$ cat src/sv/mfadd_pkg.sv
// ----------------------------------------------------------------------------
// mfadd_pkg
// Format codes and conversion helpers for the multi-format float adder.
// ----------------------------------------------------------------------------
package mfadd_pkg;

  localparam logic [1:0] FMT_BF16   = 2'd0;
  localparam logic [1:0] FMT_HALF   = 2'd1;
  localparam logic [1:0] FMT_SINGLE = 2'd2;

  localparam logic [31:0] QNAN32   = 32'h7fc0_0000;
  localparam logic [15:0] BF16_QB  = 16'h0040;
  localparam logic [31:0] BF16_RND = 32'h0000_7fff;

  // Leading zeros of a 27-bit value; 27 when zero.
  function automatic logic [4:0] lzc27(input logic [26:0] v);
    logic [4:0] cnt;
    cnt = 5'd27;
    for (int i = 0; i < 27; i++) begin
      if (v[i]) cnt = 5'(26 - i);
    end
    return cnt;
  endfunction

  // Exact widening of a half-precision value to single precision.
  function automatic logic [31:0] half_to_single(input logic [15:0] h);
    logic       s;
    logic [4:0] e;
    logic [9:0] m;
    logic [3:0] k;
    logic [10:0] mn;
    logic [7:0] ex;
    s  = h[15];
    e  = h[14:10];
    m  = h[9:0];
    k  = 4'd0;
    for (int i = 0; i < 10; i++) begin
      if (m[i]) k = 4'(10 - i);
    end
    mn = {1'b0, m} << k;
    ex = 8'd113 - {4'd0, k};
    if (e == 5'h1f) begin
      return {s, 8'hff, m, 13'd0};
    end else if (e == 5'd0) begin
      if (m == 10'd0) return {s, 31'd0};
      return {s, ex, mn[9:0], 13'd0};
    end
    return {s, 8'({3'd0, e} + 8'd112), m, 13'd0};
  endfunction

  // Round a single-precision value to half precision, nearest even.
  function automatic logic [31:0] single_to_half(input logic [31:0] u);
    logic        s;
    logic [7:0]  e;
    logic [22:0] m;
    logic [25:0] full;
    logic [4:0]  sh;
    logic [14:0] base;
    logic [25:0] q;
    logic [25:0] rem;
    logic [25:0] halfv;
    logic        up;
    logic [15:0] h;
    s = u[31];
    e = u[30:23];
    m = u[22:0];
    full = {2'b00, 1'b1, m};
    if (e >= 8'd113) begin
      sh   = 5'd13;
      base = 15'({e - 8'd113, 10'd0});
    end else begin
      sh   = (e < 8'd101) ? 5'd25 : 5'(8'd126 - e);
      base = 15'd0;
    end
    q     = full >> sh;
    rem   = full & ((26'd1 << sh) - 26'd1);
    halfv = 26'd1 << (sh - 5'd1);
    up    = (rem > halfv) || ((rem == halfv) && q[0]);
    h     = {1'b0, base} + 16'(q) + {15'd0, up};
    if (h >= 16'h7c00) h = 16'h7c00;
    if (e == 8'hff) begin
      if (m == 23'd0) return {16'd0, s, 15'h7c00};
      return {16'd0, s, 6'h3f, m[21:13]};
    end else if (e == 8'd0) begin
      return {16'd0, s, 15'd0};
    end else if (e >= 8'd143) begin
      return {16'd0, s, 15'h7c00};
    end
    return {16'd0, s, h[14:0]};
  endfunction

  // Round a single-precision value to bfloat16.
  function automatic logic [31:0] bf16_round(input logic [31:0] u);
    logic [31:0] t;
    t = u + BF16_RND + {31'd0, u[16]};
    if (u[30:23] == 8'hff && u[22:0] != 23'd0) return {16'd0, u[31:16] | BF16_QB};
    return {16'd0, t[31:16]};
  endfunction

endpackage

$ cat src/sv/multi_format_float_adder.sv
// ----------------------------------------------------------------------------
// multi_format_float_adder
// Pipelined float adder for bfloat16, half and single precision operands.
// ----------------------------------------------------------------------------
//  channel | ports                                  | direction
//  --------+----------------------------------------+----------
//  in      | in_valid in_ready in_left_bits in_right_bits | request in
//  out     | out_valid out_ready out_sum_bits       | request out
//  cfg     | cfg_wr_en cfg_wr_data                  | register write
//
// One request per cycle unless stalled; it passes stages 0 to 5 before out_valid.
// The whole pipe advances together: it stalls only when the output register
// holds a request that out_ready does not take.
// rst_n (synchronous) clears every stage valid bit and sets the format to bfloat16.
// Each request carries the format it was accepted with down the pipe.
module multi_format_float_adder (
  input  logic        clk,
  input  logic        rst_n,
  input  logic        cfg_wr_en,
  input  logic [1:0]  cfg_wr_data,
  input  logic        in_valid,
  output logic        in_ready,
  input  logic [31:0] in_left_bits,
  input  logic [31:0] in_right_bits,
  output logic        out_valid,
  input  logic        out_ready,
  output logic [31:0] out_sum_bits
);
  import mfadd_pkg::*;

  logic [1:0] fmt_reg_r;
  logic       adv;
  logic [5:0] vld_r;

  // Stage 0: widened operands
  logic [31:0] a0_r, b0_r, a0_nxt, b0_nxt;
  logic [1:0]  f0_r;
  // Stage 1: unpacked, ordered operands
  logic        sgn1_r, sub1_r, zs1_r, spc1_r;
  logic [7:0]  e1_r;
  logic [23:0] mb1_r, ms1_r;
  logic [4:0]  d1_r;
  logic [31:0] sv1_r;
  logic [1:0]  f1_r;
  // Stage 2: raw sum
  logic        sgn2_r, zs2_r, spc2_r;
  logic [7:0]  e2_r;
  logic [27:0] sum2_r;
  logic [31:0] sv2_r;
  logic [1:0]  f2_r;
  // Stage 3: normalized
  logic        sgn3_r, zs3_r, spc3_r, zero3_r;
  logic [8:0]  e3_r;
  logic [26:0] m3_r;
  logic [31:0] sv3_r;
  logic [1:0]  f3_r;
  // Stage 4: single-precision result
  logic [31:0] r4_r;
  logic [1:0]  f4_r;
  // Stage 5: output register
  logic [31:0] out_r;

  assign adv       = !vld_r[5] || out_ready;
  assign in_ready  = adv;
  assign out_valid = vld_r[5];
  assign out_sum_bits = out_r;

  // Format register; the user must write it only while the pipe is idle; not enforced.
  always_ff @(posedge clk) begin
    if (!rst_n) begin
      fmt_reg_r <= FMT_BF16;
    end else if (cfg_wr_en) begin
      fmt_reg_r <= cfg_wr_data;
    end
  end

  // Advance the valid bits together with the data.
  always_ff @(posedge clk) begin
    if (!rst_n) begin
      vld_r <= '0;
    end else if (adv) begin
      vld_r <= {vld_r[4:0], in_valid};
    end
  end

  // Widen the 16-bit formats to single precision.
  always_comb begin
    case (fmt_reg_r)
      FMT_BF16: begin
        a0_nxt = {in_left_bits[15:0], 16'd0};
        b0_nxt = {in_right_bits[15:0], 16'd0};
      end
      FMT_HALF: begin
        a0_nxt = half_to_single(in_left_bits[15:0]);
        b0_nxt = half_to_single(in_right_bits[15:0]);
      end
      default: begin
        a0_nxt = in_left_bits;
        b0_nxt = in_right_bits;
      end
    endcase
  end

  always_ff @(posedge clk) begin
    if (adv) begin
      a0_r <= a0_nxt;
      b0_r <= b0_nxt;
      f0_r <= fmt_reg_r;
    end
  end

  // Unpack, order by magnitude, detect NaN and infinity cases.
  logic        a_nan, b_nan, a_inf, b_inf, swap_nxt;
  logic [31:0] big_nxt, sml_nxt, sv1_nxt;
  logic        spc1_nxt;
  logic [7:0]  eb_nxt, es_nxt, dd_nxt;

  always_comb begin
    a_nan    = (a0_r[30:23] == 8'hff) && (a0_r[22:0] != 23'd0);
    b_nan    = (b0_r[30:23] == 8'hff) && (b0_r[22:0] != 23'd0);
    a_inf    = (a0_r[30:0] == 31'h7f80_0000);
    b_inf    = (b0_r[30:0] == 31'h7f80_0000);
    swap_nxt = b0_r[30:0] > a0_r[30:0];
    big_nxt  = swap_nxt ? b0_r : a0_r;
    sml_nxt  = swap_nxt ? a0_r : b0_r;
    eb_nxt   = (big_nxt[30:23] == 8'd0) ? 8'd1 : big_nxt[30:23];
    es_nxt   = (sml_nxt[30:23] == 8'd0) ? 8'd1 : sml_nxt[30:23];
    dd_nxt   = eb_nxt - es_nxt;
    spc1_nxt = 1'b1;
    if (a_nan)                               sv1_nxt = a0_r | 32'h0040_0000;
    else if (b_nan)                          sv1_nxt = b0_r | 32'h0040_0000;
    else if (a_inf && b_inf && a0_r != b0_r) sv1_nxt = QNAN32;
    else if (a_inf)                          sv1_nxt = a0_r;
    else if (b_inf)                          sv1_nxt = b0_r;
    else begin
      sv1_nxt  = a0_r;
      spc1_nxt = 1'b0;
    end
  end

  always_ff @(posedge clk) begin
    if (adv) begin
      sgn1_r <= big_nxt[31];
      sub1_r <= a0_r[31] ^ b0_r[31];
      zs1_r  <= a0_r[31] & b0_r[31];
      spc1_r <= spc1_nxt;
      sv1_r  <= sv1_nxt;
      e1_r   <= eb_nxt;
      mb1_r  <= {big_nxt[30:23] != 8'd0, big_nxt[22:0]};
      ms1_r  <= {sml_nxt[30:23] != 8'd0, sml_nxt[22:0]};
      d1_r   <= (dd_nxt > 8'd27) ? 5'd27 : dd_nxt[4:0];
      f1_r   <= f0_r;
    end
  end

  // Align the smaller operand with a sticky bit, then add or subtract.
  logic [53:0] ext_nxt;
  logic [26:0] al_nxt;
  logic [27:0] sum_nxt;

  always_comb begin
    ext_nxt = {ms1_r, 3'd0, 27'd0} >> d1_r;
    al_nxt  = {ext_nxt[53:28], ext_nxt[27] | (|ext_nxt[26:0])};
    if (sub1_r) sum_nxt = {1'b0, mb1_r, 3'd0} - {1'b0, al_nxt};
    else        sum_nxt = {1'b0, mb1_r, 3'd0} + {1'b0, al_nxt};
  end

  always_ff @(posedge clk) begin
    if (adv) begin
      sgn2_r <= sgn1_r;
      zs2_r  <= zs1_r;
      spc2_r <= spc1_r;
      sv2_r  <= sv1_r;
      e2_r   <= e1_r;
      sum2_r <= sum_nxt;
      f2_r   <= f1_r;
    end
  end

  // Normalize: one right shift on carry, else a left shift bounded by the
  // exponent so that small results stay denormal.
  logic [4:0]  lz_nxt, sh_nxt;
  logic [7:0]  lim_nxt;
  logic [26:0] m3_nxt;
  logic [8:0]  e3_nxt;

  always_comb begin
    lz_nxt  = lzc27(sum2_r[26:0]);
    lim_nxt = e2_r - 8'd1;
    sh_nxt  = ({3'd0, lz_nxt} > lim_nxt) ? lim_nxt[4:0] : lz_nxt;
    if (sum2_r[27]) begin
      m3_nxt = {sum2_r[27:2], sum2_r[1] | sum2_r[0]};
      e3_nxt = {1'b0, e2_r} + 9'd1;
    end else begin
      m3_nxt = sum2_r[26:0] << sh_nxt;
      e3_nxt = m3_nxt[26] ? ({1'b0, e2_r} - {4'd0, sh_nxt}) : 9'd0;
    end
  end

  always_ff @(posedge clk) begin
    if (adv) begin
      sgn3_r  <= sgn2_r;
      zs3_r   <= zs2_r;
      spc3_r  <= spc2_r;
      sv3_r   <= sv2_r;
      zero3_r <= (sum2_r == 28'd0);
      m3_r    <= m3_nxt;
      e3_r    <= e3_nxt;
      f3_r    <= f2_r;
    end
  end

  // Round to nearest even; the carry out of the mantissa bumps the exponent.
  logic        up_nxt;
  logic [30:0] pk_nxt;
  logic [31:0] r4_nxt;

  always_comb begin
    up_nxt = m3_r[2] & (m3_r[3] | m3_r[1] | m3_r[0]);
    pk_nxt = {e3_r[7:0], m3_r[25:3]} + {30'd0, up_nxt};
    if (spc3_r)                  r4_nxt = sv3_r;
    else if (zero3_r)            r4_nxt = {zs3_r, 31'd0};
    else if (e3_r >= 9'd255)     r4_nxt = {sgn3_r, 31'h7f80_0000};
    else                         r4_nxt = {sgn3_r, pk_nxt};
  end

  always_ff @(posedge clk) begin
    if (adv) begin
      r4_r <= r4_nxt;
      f4_r <= f3_r;
    end
  end

  // Narrow to the request's format.
  logic [31:0] out_nxt;

  always_comb begin
    case (f4_r)
      FMT_BF16: out_nxt = bf16_round(r4_r);
      FMT_HALF: out_nxt = single_to_half(r4_r);
      default:  out_nxt = r4_r;
    endcase
  end

  always_ff @(posedge clk) begin
    if (adv) begin
      out_r <= out_nxt;
    end
  end

endmodule

$ cat config.mk
export PLATFORM = sky130hd
export DESIGN_NAME = multi_format_float_adder
export DESIGN_NICKNAME = d
export VERILOG_FILES = /design/src/sv/mfadd_pkg.sv /design/src/sv/multi_format_float_adder.sv
export SDC_FILE = /design/constraint.sdc
export NUM_CORES = 1
export LEC_CHECK = 0
export BUFFER_PORTS_ARGS = -buffer_cell sky130_fd_sc_hd__buf_2
export CORE_MARGIN = 5
export CORE_UTILIZATION = 45
export CTS_CLUSTER_SIZE = 20
export DETAILED_ROUTE_END_ITERATION = 12
export SLEW_MARGIN = 20
export SYNTH_ARGS = -nofsm -noshare
export SYNTH_HDL_FRONTEND = slang
export SYNTH_SLANG_ARGS = --single-unit
$ cat constraint.sdc
create_clock -name clk -period 26.8 [get_ports clk]
set_input_delay 4.02 -clock clk [delete_from_list [all_inputs] [get_ports clk]]
set_output_delay 4.02 -clock clk [all_outputs]
set_load 0.01 [all_outputs]
==> impl_metrics.env, run 1 <==
export IMPL_worstPathMaxFanout=43
export IMPL_finalSetupTns_ps=0
export IMPL_synth_xor_area_frac=0.03286
export IMPL_pwr_density_cell_nw_per_um2=104.0
export IMPL_diodes=0
export IMPL_yosys_area_top_type="edfxtp_1"
export IMPL_hpwl_um=65620
export IMPL_synth_fa_ha_area_frac=0.06518
export IMPL_antenna_found_initial=0
export IMPL_async_reset_ff_frac=0
export IMPL_clk_pin_slew_worst_paths_ps=60
export IMPL_num_nets_final=3115
export IMPL_drt_iter0_markers=2134
export IMPL_relSlewSlack=0.2292
export IMPL_cts_root_buf="clkbuf_16"
export IMPL_ys_warn_count=0
export IMPL_fin_ws_ps=17610
export IMPL_wire_per_inst_um=23.20
export IMPL_timing_fmax_mhz=108.9
export IMPL_wirelength_um=87380
export IMPL_synth_area_leaders="edfxtp_1 40%, ha_1 6.3%, nand2_1 4.0%"
export IMPL_grt_pass1_wl_um=133700
export IMPL_viasPerCell=6.152
export IMPL_p_sw_frac=0.4445
export IMPL_required_ps=22780
export IMPL_clockBufferDepth=3
export IMPL_p_comb_frac=0.488
export IMPL_p_leak_nw=12.15
export IMPL_die_h_um=259.4
export IMPL_drive_gt1_frac=0.1113
export IMPL_peakVddDrop_uv=48.07
export IMPL_final_common_cell="edfxtp_1"
export IMPL_synth_top_area_frac=0.4045
export IMPL_finClkSkew_ps=36.70
export IMPL_tritoncts_num_buffers=43
export IMPL_ys_seq_elements=385
export IMPL_sequentialPowerShare=0.336
export IMPL_p_int_mw=1.758
export IMPL_ios=105
export IMPL_synth_compound_area_frac=0.1980
export IMPL_place_congestion=0.9543
export IMPL_critical_path_endpoint_type="primary output"
export IMPL_dieArea_sq_um=67280
export IMPL_grt_overflow_total=0
export IMPL_worstSetupPathType="input port to primary output"
export IMPL_num_vias=23170
export IMPL_grt_pass1_vias=22250
export IMPL_cts_sinks=385
export IMPL_status="completed"
export IMPL_syn_inst=2904
export IMPL_cts_tree="done"
export IMPL_rsz0062_at_grt="no"
export IMPL_synthSimpleGateAreaFrac=0.1639
export IMPL_min_period_ps=9187
export IMPL_synth_seq_area_share=0.4102
export IMPL_post_cts_setup_buffer_count=0
export IMPL_ant_nets=0
export IMPL_synth_top_family_by_area="compound AO/OA/AOI/OAI gates"
export IMPL_tightest_slew_ps=1127
export IMPL_cts_resized=0
export IMPL_setup_worst_path_start_class="input port"
export IMPL_crit_arrival_ps=5170
export IMPL_min_path_type="flip-flop to flip-flop"
export IMPL_clockPowerShare=0.176
export IMPL_grt_max_degree=197
export IMPL_htreeDepth=2
export IMPL_drv_slew=0
export IMPL_muxShareOfSynthArea=0.08186
export IMPL_coreArea_sq_um=61710
export IMPL_holdBufCountCts=0
export IMPL_drc_errors=0
export IMPL_synth_edff_count=377
export IMPL_post_place_ws_ps=17590
export IMPL_syn_area_sq_um=27990
export IMPL_final_cell_mix="377 x edfxtp_1, 296 x nand2_1, 197 x nor2_1, 175 x o21ai_0, 143 x a21oi_1"
export IMPL_first_pass_iters=6
export IMPL_syn_area_per_cell_sq_um=9.637
export IMPL_io_buffers=104
export IMPL_gr_usage_all_layers=0.2520
export IMPL_switchingPower_mw=1.407
export IMPL_rows=91
export IMPL_synth_cell_types=96
export IMPL_syn_to_final_growth_pct=8.691
export IMPL_clock_latency_ps=590
export IMPL_finalSetupViolCount=0
export IMPL_ys_flop_type="edfxtp_1"
export IMPL_start_util=0.4535
export IMPL_die_w_um=259.4
export IMPL_max_cap_violations=0
export IMPL_period_share=0.3428
export IMPL_hold_viol=0
export IMPL_holdWs_ps=381.3
==> synth_stat cells, drive strengths merged (31+ instances only) <==
| cell type | number |
|---|---|
| edfxtp | 377 |
| nand2 | 296 |
| nor2 | 198 |
| o21ai | 181 |
| a21oi | 144 |
| inv | 144 |
| ha | 141 |
| clkbuf | 139 |
| mux2i | 80 |
| nand3 | 74 |
| mux2 | 72 |
| xnor2 | 69 |
| and2 | 67 |
| nor3 | 64 |
| a211oi | 59 |
| a21o | 50 |
| buf | 48 |
| nand2b | 41 |
| nand4 | 40 |
| nor4 | 37 |
| xor2 | 36 |
| and3 | 34 |
| nor2b | 33 |
| o21a | 31 |
==> cell type report <==
class,instances,area [sq um]
repair buffers,135,765.7
clock buffers,55,1151
flip-flops and latches,385,11480
fillers,5825,31290
well taps,837,1047
multi-input cells,2182,15190
inverters,153,581.8
clock inverters,19,196.4
==> state kept, by name, indices dropped and copies added (netlist names), 5 cells and up <==
register      count
sv1_r            32
e3_r              9
mb1_r            24
b0_r             32
e2_r              8
m3_r             26
sv2_r            32
a0_r             32
out_sum_bits     32
vld_r             6
e1_r              8
r4_r             32
d1_r              5
ms1_r            24
sum2_r           28
sv3_r            32
==> final timing paths <==
path              cells after the start                from                   endpoint  slack [ps]
setup / recovery                      4           out_ready                   in_ready       17610
hold / removal                        0  sv2_r[9]$_DFFE_PP_         sv3_r[9]$_DFFE_PP_         380
setup reg to reg                     28  r4_r[23]$_DFFE_PP_  out_sum_bits[6]$_DFFE_PP_       18460
hold reg to reg                       0  sv2_r[9]$_DFFE_PP_         sv3_r[9]$_DFFE_PP_         380
==> worst max-delay path, cell delays in order <==
cell	delay (ps)
buf_2	90
nor2b_1	530
inv_8	240
buf_2	250
==> cell families after synthesis <==
kind of cell / after synthesis
other cells: 2
fa+ha+maj: 144
simple gates: 944
xor+xnor: 105
buf+inv: 340
compound gates: 802
flops: 385
mux: 182
==> power by group through the flow <==
stage	clock (mW)	combinational [mW]	sequential, mW
after CTS	0.573	1.51	1.06
after detailed placement	0	1.51	1.07
after floorplan	0	1.12	0.938
after global routing	0.600	1.67	1.07
after global placement	0	1.51	1.07
final	0.557	1.54	1.06
==> metrics by stage <==
step	instance area (sq um)	utilization	power, mW	std cells
CTS	30420	0.4929	3.146	3766
detailed placement	29070	0.4711	2.576	3692
global route	30420	0.4929	3.344	3766
finish	30420	0.4929	3.164	3766
global placement	29070	0.4711	2.579	3692
floorplan	28000	-	2.060	2907
==> layer usage <==
metal	GRT usage	vias up	routed length, um
li1	-	10910	-
met1	0.3462	11140	37620
met2	0.4099	934	40670
met3	0.03502	187	5503
met4	0.09086	0	3585
met5	0	-	0
Power figures use the tool's default switching activity.
==> run 2: changes to the inputs <==
--- a/config.mk
+++ b/config.mk
@@ -5,6 +5,7 @@
 export SDC_FILE = /design/constraint.sdc
 export NUM_CORES = 1
 export LEC_CHECK = 0
+export ABC_AREA = 1
 export BUFFER_PORTS_ARGS = -buffer_cell sky130_fd_sc_hd__buf_2
 export CORE_MARGIN = 5
 export CORE_UTILIZATION = 45
==> constraint.sdc (replaced) <==
create_clock -name clk -period 7.4 [get_ports clk]
set_input_delay 1.11 -clock clk [delete_from_list [all_inputs] [get_ports clk]]
set_output_delay 1.11 -clock clk [all_outputs]
set_load 0.01 [all_outputs]
==> run 2 against run 1 <==
Net effect:
- sequential power increased to 3.4 times the previous value
- critical path depth increased by 33
- clock skew decreased by 18 ps
- cell area decreased by 2.2%
- register-to-register slack got worse by 18000 ps
- highest routed layer unchanged
==> impl_metrics.env, run 2 <==
export IMPL_ys_warn_count=0
export IMPL_worstPathMaxFanout=13
export IMPL_reg2reg_slack_ps=910
export IMPL_start_util=0.4551
export IMPL_status="completed"
export IMPL_setup_worst_path_start_class="flip-flop"
export IMPL_switchingPower_mw=5.451
export IMPL_path_common_cell="nand2_1"
export IMPL_final_common_cell="nand2_1"
export IMPL_syn_area_per_cell_sq_um=7.879
export IMPL_ios=105
export IMPL_synth_edff_count=377
export IMPL_rsz0062_at_grt="no"
export IMPL_cts_sinks=385
export IMPL_finalSetupViolCount=0
export IMPL_endpoint="out_sum_bits[6]$_DFFE_PP_"
export IMPL_grt_max_degree=190
export IMPL_clockBufferDepth=3
export IMPL_wire_per_inst_um=20.35
export IMPL_ys_top_cells_by_count="805 x nand2_1, 456 x inv_1, 377 x edfxtp_1"
export IMPL_htreeDepth=2
export IMPL_yosys_area_top_type="edfxtp_1"
export IMPL_coreArea_sq_um=59020
export IMPL_gr_usage_all_layers=0.2640
export IMPL_period_share=0.8768
export IMPL_clock_latency_ps=590
export IMPL_grt_overflow_total=0
export IMPL_timing_rr_end="out_sum_bits[6]$_DFFE_PP_"
export IMPL_antenna_found_initial=0
export IMPL_worstSetupPathType="flip-flop to flip-flop"
export IMPL_cts_tree="done"
export IMPL_cpMaxStageDelayCell="edfxtp_1"
export IMPL_drv_slew=0
export IMPL_relSlewSlack=0.2725
export IMPL_p_leak_nw=13.79
export IMPL_viasPerCell=5.599
export IMPL_required_ps=7700
export IMPL_finClkSkew_ps=18.97
export IMPL_synth_top_area_frac=0.4215
export IMPL_cts_resized=0
export IMPL_peakVddDrop_uv=219.1
export IMPL_critPathBufInv=6
export IMPL_fillers=5776
export IMPL_pwr_density_cell_nw_per_um2=398.0
export IMPL_ys_flop_type="edfxtp_1"
export IMPL_num_vias=23970
export IMPL_die_w_um=254.3
export IMPL_async_reset_ff_frac=0
export IMPL_syn_inst=3409
export IMPL_tightest_slew_ps=1091
export IMPL_worstSetupStartpoint="r4_r[23]$_DFFE_PP_"
export IMPL_die_h_um=254.3
export IMPL_ys_seq_elements=385
export IMPL_p_int_mw=6.390
export IMPL_drt_iter0_markers=2022
export IMPL_hpwl_um=69180
export IMPL_synth_seq_area_share=0.4274
export IMPL_dieArea_sq_um=64680
export IMPL_drc_errors=0
export IMPL_clk_pin_slew_worst_paths_ps=60
export IMPL_max_cap_violations=0
export IMPL_p_sw_frac=0.4604
export IMPL_synth_area_leaders="edfxtp_1 42%, nand2_1 11%, ha_1 6.6%"
export IMPL_grt_pass1_wl_um=133700
export IMPL_final_cell_mix="804 x nand2_1, 455 x inv_1, 377 x edfxtp_1, 300 x o21ai_0, 251 x nor2_1"
export IMPL_cp_top_family="simple AND/OR/NAND/NOR gates"
export IMPL_hold_viol=0
export IMPL_rows=89
export IMPL_min_path_type="flip-flop to flip-flop"
export IMPL_sequentialPowerShare=0.307
export IMPL_p_comb_frac=0.493
export IMPL_wirelength_um=87100
export IMPL_first_pass_iters=6
export IMPL_post_cts_setup_buffer_count=0
export IMPL_max_stage_delay_ps=470
export IMPL_crit_arrival_ps=6790
export IMPL_ff2ff_path_depth=37
export IMPL_synth_cell_types=70
export IMPL_io_buffers=104
export IMPL_holdWs_ps=409.1
export IMPL_cp_depth=37
export IMPL_yosysMostFrequentCell="nand2_1"
export IMPL_place_congestion=0.9683
export IMPL_reg2reg_from="r4_r[23]$_DFFE_PP_"
export IMPL_syn_area_sq_um=26860
export IMPL_diodes=0
export IMPL_timing_fmax_mhz=154.1
export IMPL_grt_pass1_vias=22660
export IMPL_min_period_ps=6488
export IMPL_tritoncts_num_buffers=45
export IMPL_cts_root_buf="clkbuf_16"
export IMPL_ant_nets=0
export IMPL_clockPowerShare=0.200
export IMPL_postLayoutCoreUtil=0.5040
export IMPL_num_nets_final=3685
export IMPL_drive_gt1_frac=0.08326
export IMPL_critical_path_endpoint_type="flip-flop"
export IMPL_syn_to_final_growth_pct=10.75
export IMPL_holdBufCountCts=0
==> run 2: kinds of logic after synthesis <==
| family | count (synthesis) | synth area share |
|---|---|---|
| AND/OR/NAND/NOR | 1481 | 0.2374 |
| AO/OA/AOI/OAI | 711 | 0.1527 |
| buffers and inverters | 605 | 0.08669 |
| flip-flops | 385 | 0.4274 |
| adder cells (fa/ha/maj) | 144 | 0.06792 |
| XOR/XNOR | 69 | 0.02306 |
| multiplexers | 12 | 0.004472 |
| other | 2 | 0.0002796 |
==> run 2: how the worst min path moves through the flow <==
stage                              startpoint                  end  slack, ps  cells past startpoint
after floorplan             e1_r[0]$_DFFE_PP_    e2_r[0]$_DFFE_PP_        400                      0
after global placement    sv2_r[23]$_DFFE_PP_  sv3_r[23]$_DFFE_PP_        400                      0
after detailed placement  sv1_r[26]$_DFFE_PP_  sv2_r[26]$_DFFE_PP_        400                      0
after CTS                 sv1_r[28]$_DFFE_PP_  sv2_r[28]$_DFFE_PP_        410                      0
after global routing      sv2_r[25]$_DFFE_PP_  sv3_r[25]$_DFFE_PP_        420                      0
final                      sv2_r[5]$_DFFE_PP_   sv3_r[5]$_DFFE_PP_        410                      0
==> run 2: layout make-up <==
class,count,area (sq um),area share
clock buffer,50,1166,0.03920
inverter,475,1792,0.06023
multi-input combinational,2422,13090,0.4401
timing repair buffer,141,810.8,0.02725
tap,773,967.2,0.03251
clock inverter,34,437.9,0.01472
sequential,385,11480,0.3860
==> run 2: power by group through the flow <==
| stage | logic (mW) | clock network, mW | registers, mW |
|---|---|---|---|
| after global routing | 6.50 | 2.51 | 3.69 |
| final | 5.84 | 2.37 | 3.63 |
| after CTS | 5.78 | 2.42 | 3.63 |
| after detailed placement | 5.75 | 0 | 3.67 |
| after global placement | 5.78 | 0 | 3.66 |
| after floorplan | 4.11 | 0 | 3.41 |
==> run 2: routing by layer <==
layer | global-route usage | up-vias | wire (um)
li1 | - | 11760 | -
met1 | 0.3742 | 11250 | 38880
met2 | 0.4278 | 824 | 40150
met3 | 0.03161 | 130 | 5174
met4 | 0.08085 | 0 | 2888
met5 | 0 | - | 0
==> run 2: per-stage QoR <==
step           worst slack, ps  power (mW)  instances  TNS, ps  area [sq um]
2_1_floorplan          -0.6439       7.522       3412   -242.8         26880
3_3_place_gp             988.6       9.438       4196        0         28140
3_5_place_dp             912.1       9.412       4196        0         28140
4_1_cts                  876.3       11.83       4280        0         29740
5_1_grt                  233.8       12.71       4280        0         29750
6_report                 911.8       11.84       4280        0         29750
